`src/sv/pame_pkg.sv`:
```
`timescale 1ns / 1ps
package pame_pkg;

  localparam int MAX_EXPONENT = 255;
  localparam int COEF_BITS    = 16;

  localparam int NEXP  = MAX_EXPONENT + 1;
  localparam int NPROD = 2 * MAX_EXPONENT + 1;

  localparam int FA_W  = $clog2(NEXP);
  localparam int PA_W  = $clog2(NPROD);
  localparam int PTR_W = PA_W + 1;
  localparam int CNT_W = FA_W + 1;

  localparam int IN_COEF_W = 16;
  localparam int IN_EXP_W  = 8;
  localparam int TC_W      = 40;
  localparam int TE_W      = 9;
  localparam int CMD_W     = 3;

  localparam int D_W   = COEF_BITS + 1;
  localparam int MUL_W = D_W + COEF_BITS;

  localparam logic [CMD_W-1:0] CMD_CLEAR     = 3'd0;
  localparam logic [CMD_W-1:0] CMD_LOAD_1    = 3'd1;
  localparam logic [CMD_W-1:0] CMD_LOAD_2    = 3'd2;
  localparam logic [CMD_W-1:0] CMD_READ_PROD = 3'd3;
  localparam logic [CMD_W-1:0] CMD_READ_SUM  = 3'd4;

  typedef struct packed {
    logic            we;
    logic [PA_W-1:0] addr;
    logic [TC_W-1:0] data;
  } prod_wr_t;

  typedef enum logic [5:0] {
    S_IDLE  = 6'b000001,
    S_CLR   = 6'b000010,
    S_LDRD  = 6'b000100,
    S_LDD   = 6'b001000,
    S_LDRUN = 6'b010000,
    S_SCAN  = 6'b100000
  } state_t;

endpackage

```
`src/sv/pame_mac.sv`:
```
`timescale 1ns / 1ps
module pame_mac (
  input  logic                                  clk,
  input  logic                                  rst,
  input  logic                                  issue,
  input  logic [pame_pkg::PA_W-1:0]             issue_addr,
  input  logic signed [pame_pkg::D_W-1:0]       d,
  input  logic signed [pame_pkg::COEF_BITS-1:0] other_q,
  input  logic [pame_pkg::TC_W-1:0]             prod_q,
  output pame_pkg::prod_wr_t                    wr,
  output logic                                  active
);

  logic                                s1_v;
  logic [pame_pkg::PA_W-1:0]           s1_addr;
  logic                                s2_v;
  logic [pame_pkg::PA_W-1:0]           s2_addr;
  logic signed [pame_pkg::MUL_W-1:0]   mult;
  logic [pame_pkg::TC_W-1:0]           prod;

  always_ff @(posedge clk) begin
    if (rst) begin
      s1_v <= 1'b0;
      s2_v <= 1'b0;
    end else begin
      s1_v <= issue;
      s2_v <= s1_v;
    end
    s1_addr <= issue_addr;
    s2_addr <= s1_addr;
    mult    <= d * other_q;
    prod    <= prod_q;
  end

  always_comb begin
    wr.we   = s2_v;
    wr.addr = s2_addr;
    wr.data = prod + pame_pkg::TC_W'(mult);
  end

  assign active = s1_v | s2_v;

endmodule

```
`config.mk`:
```
export PLATFORM = sky130hd
export DESIGN_NAME = pame_mac
export DESIGN_NICKNAME = d
export VERILOG_FILES = /design/src/sv/pame_pkg.sv /design/src/sv/pame_mac.sv
export SDC_FILE = /design/constraint.sdc
export NUM_CORES = 1
export LEC_CHECK = 0
export ABC_AREA = 1
export BUFFER_PORTS_ARGS = -buffer_cell sky130_fd_sc_hd__clkbuf_2
export CAP_MARGIN = 10
export CORE_ASPECT_RATIO = 0.7
export CORE_MARGIN = 10
export CORE_UTILIZATION = 50
export DETAILED_ROUTE_END_ITERATION = 12
export PLACE_DENSITY = 0.73
export SLEW_MARGIN = 15
export SYNTH_ARGS = -nofsm -noshare
export SYNTH_HDL_FRONTEND = slang
export SYNTH_SLANG_ARGS = --single-unit
```
`constraint.sdc`:
```
create_clock -name clk -period 6.1 [get_ports clk]
set_input_delay 0.305 -clock clk [delete_from_list [all_inputs] [get_ports clk]]
set_output_delay 0.305 -clock clk [all_outputs]
set_load 0.05 [all_outputs]
```
==> flow_summary_export.csv <==
group,metric,value,unit
run_status,status,"finished, final reports clean",
logic_synthesis,yosys-top-cells-area,"fa_1 34%, nand2_1 17%, inv_1 15%, dfxtp_1 11%, ha_1 9.4%",
placed_design,place_hpwl,39.3,mm
sta,tightestPinTransition,533,ps
route,drtIter0Drc,1226,
cts,cts_buffers,9,
route,antenna_left,0,
critical_path,r2r_end,"s2_v$_SDFF_PP0_",
logic_synthesis,synthTopCellsByCount,"739 x nand2_1, 649 x inv_1, 277 x fa_1",
cells_and_area,final_nets,2896,
global_route,antenna_found_initial,0,
critical_path,ff2ff_path_depth,2,
sta,fin_crit,5610,ps
sta,rsz0062_at_grt,"no",
logic_synthesis,synth_seq_cells,93,
critical_path,cp-endpoint,"mult[29]$_DFF_P_",
critical_path,arrival,5880,ps
route,routed_via_density,4.96,
critical_path,cp.buffers_inverters,6,
critical_path,path_class,"primary input to flip-flop",
sta,tns,0,ps
critical_path,rrSetupSlack,5600,ps
cts,ctsResizeCount,0,
logic_synthesis,async_flop_share,0,%
critical_path,rr_startpoint,"s1_v$_SDFF_PP0_",
cells_and_area,drive_above_1_share,7.78,%
logic_synthesis,synth_nets,2801,
cts,cts_max_path_buffers,2,
route,vias,14100,
cts,cts_max_level,3,
route,drc,0,
critical_path,slowest_delay,730,ps
cts,clockRootBuffer,"clkbuf_16",
cells_and_area,antennaDiodeCount,0,
cts,cts_hold_buf,0,
sta,hold_violations,0,
job,maxCapViolCount,0,
sta,layout_setup_ws,489,ps
global_route,grt_pass1_wl,74.5,mm
critical_path,cp.required,6370,ps
route,wl,44.9,mm
logic_synthesis,post-synth-top-count-cell,"nand2_1",
die,ios,136,
placed_design,dp_slack,150,ps
critical_path,critPathMaxFanout,17,
critical_path,cp_top_family,"adder cells",
sta,max_freq,178,MHz
cts,cts.sinks,93,
cts,cts_setup_buffers,0,
die,start_util,50.6,%
cts,clk_pin_slew_worst_paths,70,ps
die,die_y,171,microns
logic_synthesis,synth_top_area_share,33.9,%
cells_and_area,final_cells,2843,
critical_path,cp-start-kind,"primary input",
logic_synthesis,synth_flop_cell,"dfxtp_1",
logic_synthesis,synth-seq-area-share,11.4,%
placed_design,gp_congestion,1.01,
sta,min_period_over_period,92.0,%
critical_path,slowest_stage,"fa_1",
global_route,grt-ovfl-total,0,
route,firstDrtPassIters,5,
die,rows,55,
sta,fin_skew,1.21,ps
placed_design,port-buffer-count,135,
logic_synthesis,synth-edff-count,0,
critical_path,cp_num_cells,21,
logic_synthesis,yosysWarnings,0,
sta,slew_headroom,64.1,%
global_route,grt_max_degree,18,
cells_and_area,area_delta_synth_final,8.17,%
cts,cts_tree,"built",
logic_synthesis,synthDistinctLibCells,32,
logic_synthesis,synthCells,2316,
placed_design,dp_cells,2827,
global_route,grt_pass1_vias,14600,
min_path,hp-class,"primary input to flip-flop",
die,die_x,236,microns
cts,clk_latency,370,ps
critical_path,critPathCaptureType,"flip-flop",
die,core_area,0.0323,sq mm
route,wire_per_inst,15.8,microns
critical_path,crit_chain,"clkbuf_2 -> nand2_1 -> inv_1 -> fa_1 -> fa_1 -> inv_1 -> fa_1 -> inv_1 -> fa_1 -> fa_1 -> inv_1 -> fa_1 -> inv_1 -> ha_1 -> nand2_1 -> nor2_1 -> nand2_1 -> nor3_1 -> nand2_1 -> nand3_1 -> nand2_1",
critical_path,cp_common_cell,"fa_1",
sta,finalMaxSlewViolations,0,
logic_synthesis,syn-cell-area,0.0164,sq mm
die,die-area,0.0405,sq mm
global_route,grt_usage,22.9,%
logic_synthesis,synth_top_cell_by_area,"fa_1",
logic_synthesis,avgSynthCellArea,7.07,sq um
critical_path,crit_start,"other_q[2]",
sta,final-setup-viol-count,0,
==> flip-flops by register name, summed over array words and instances (netlist names) <==
| name | count |
|---|---|
| mult | 33 |
| prod | 40 |
| s1_addr | 9 |
| s1_v | 1 |
| s2_addr | 9 |
| s2_v | 1 |
==> layout by cell type, fill, tap and decap left out, drive strengths merged, types with 3 or more instances in the layout <==
cell type	synthesis	final
o21bai	8	8
xnor2	9	9
nand2	748	748
nor2	130	130
o21ai	19	19
xor2	31	31
fa	277	277
a21o	3	3
nand4	21	21
buf	2	9
dfxtp	93	93
inv	650	654
a21oi	54	54
or2	8	8
nand3	66	66
ha	123	123
clkbuf	58	145
clkinv	3	5
nor3	8	8
==> metal layers <==
layer / GRT usage [%] / up-vias / share of wire (%)
li1: - / 6800 / -
met1: 32.6 / 6752 / 47
met2: 35.0 / 492 / 43
met3: 5.63 / 46 / 9.0
met4: 3.92 / 0 / 1.3
met5: 0 / - / 0
==> worst min-delay path by stage <==
stage	startpoint	endpoint	slack (ps)	depth (start not counted)
floorplan	s1_addr[0]$_DFF_P_	s2_addr[0]$_DFF_P_	310	0
global placement	s1_addr[1]$_DFF_P_	s2_addr[1]$_DFF_P_	310	0
detailed placement	s1_addr[4]$_DFF_P_	s2_addr[4]$_DFF_P_	310	0
CTS	prod_q[19]	prod[19]$_DFF_P_	10	1
global route	issue_addr[4]	s1_addr[4]$_DFF_P_	10	1
finish	prod_q[19]	prod[19]$_DFF_P_	30	1
==> cells by family after synthesis <==
group	Yosys count	synth area share (%)
simple gates	984	24.0
buf+inv	713	16.4
fa+ha+maj	400	43.3
flops	93	11.4
compound gates	86	2.91
xor+xnor	40	2.14
==> through the flow <==
step	area [sq um]	hold WS [ps]	utilization [%]
after floorplan	16400	310	-
after global placement	17400	310	53.9
after detailed placement	17400	314	53.9
after CTS	17700	14.9	54.8
after global routing	17700	9.99	54.8
final	17700	26.4	54.8
==> area by class of cell <==
| cell class | count | area, sq um |
|---|---|---|
| Sequential cell | 93 | 1860 |
| Inverter | 653 | 2450 |
| Tap cell | 427 | 534 |
| Fill cell | 3188 | 14600 |
| Clock buffer | 10 | 239 |
| Clock inverter | 6 | 51.3 |
| Timing Repair Buffer | 144 | 743 |
| Multi-Input combinational cell | 1510 | 11800 |
Power is not shown: default switching activity piles up to over one toggle a cycle in this logic, so the estimate is an artifact.
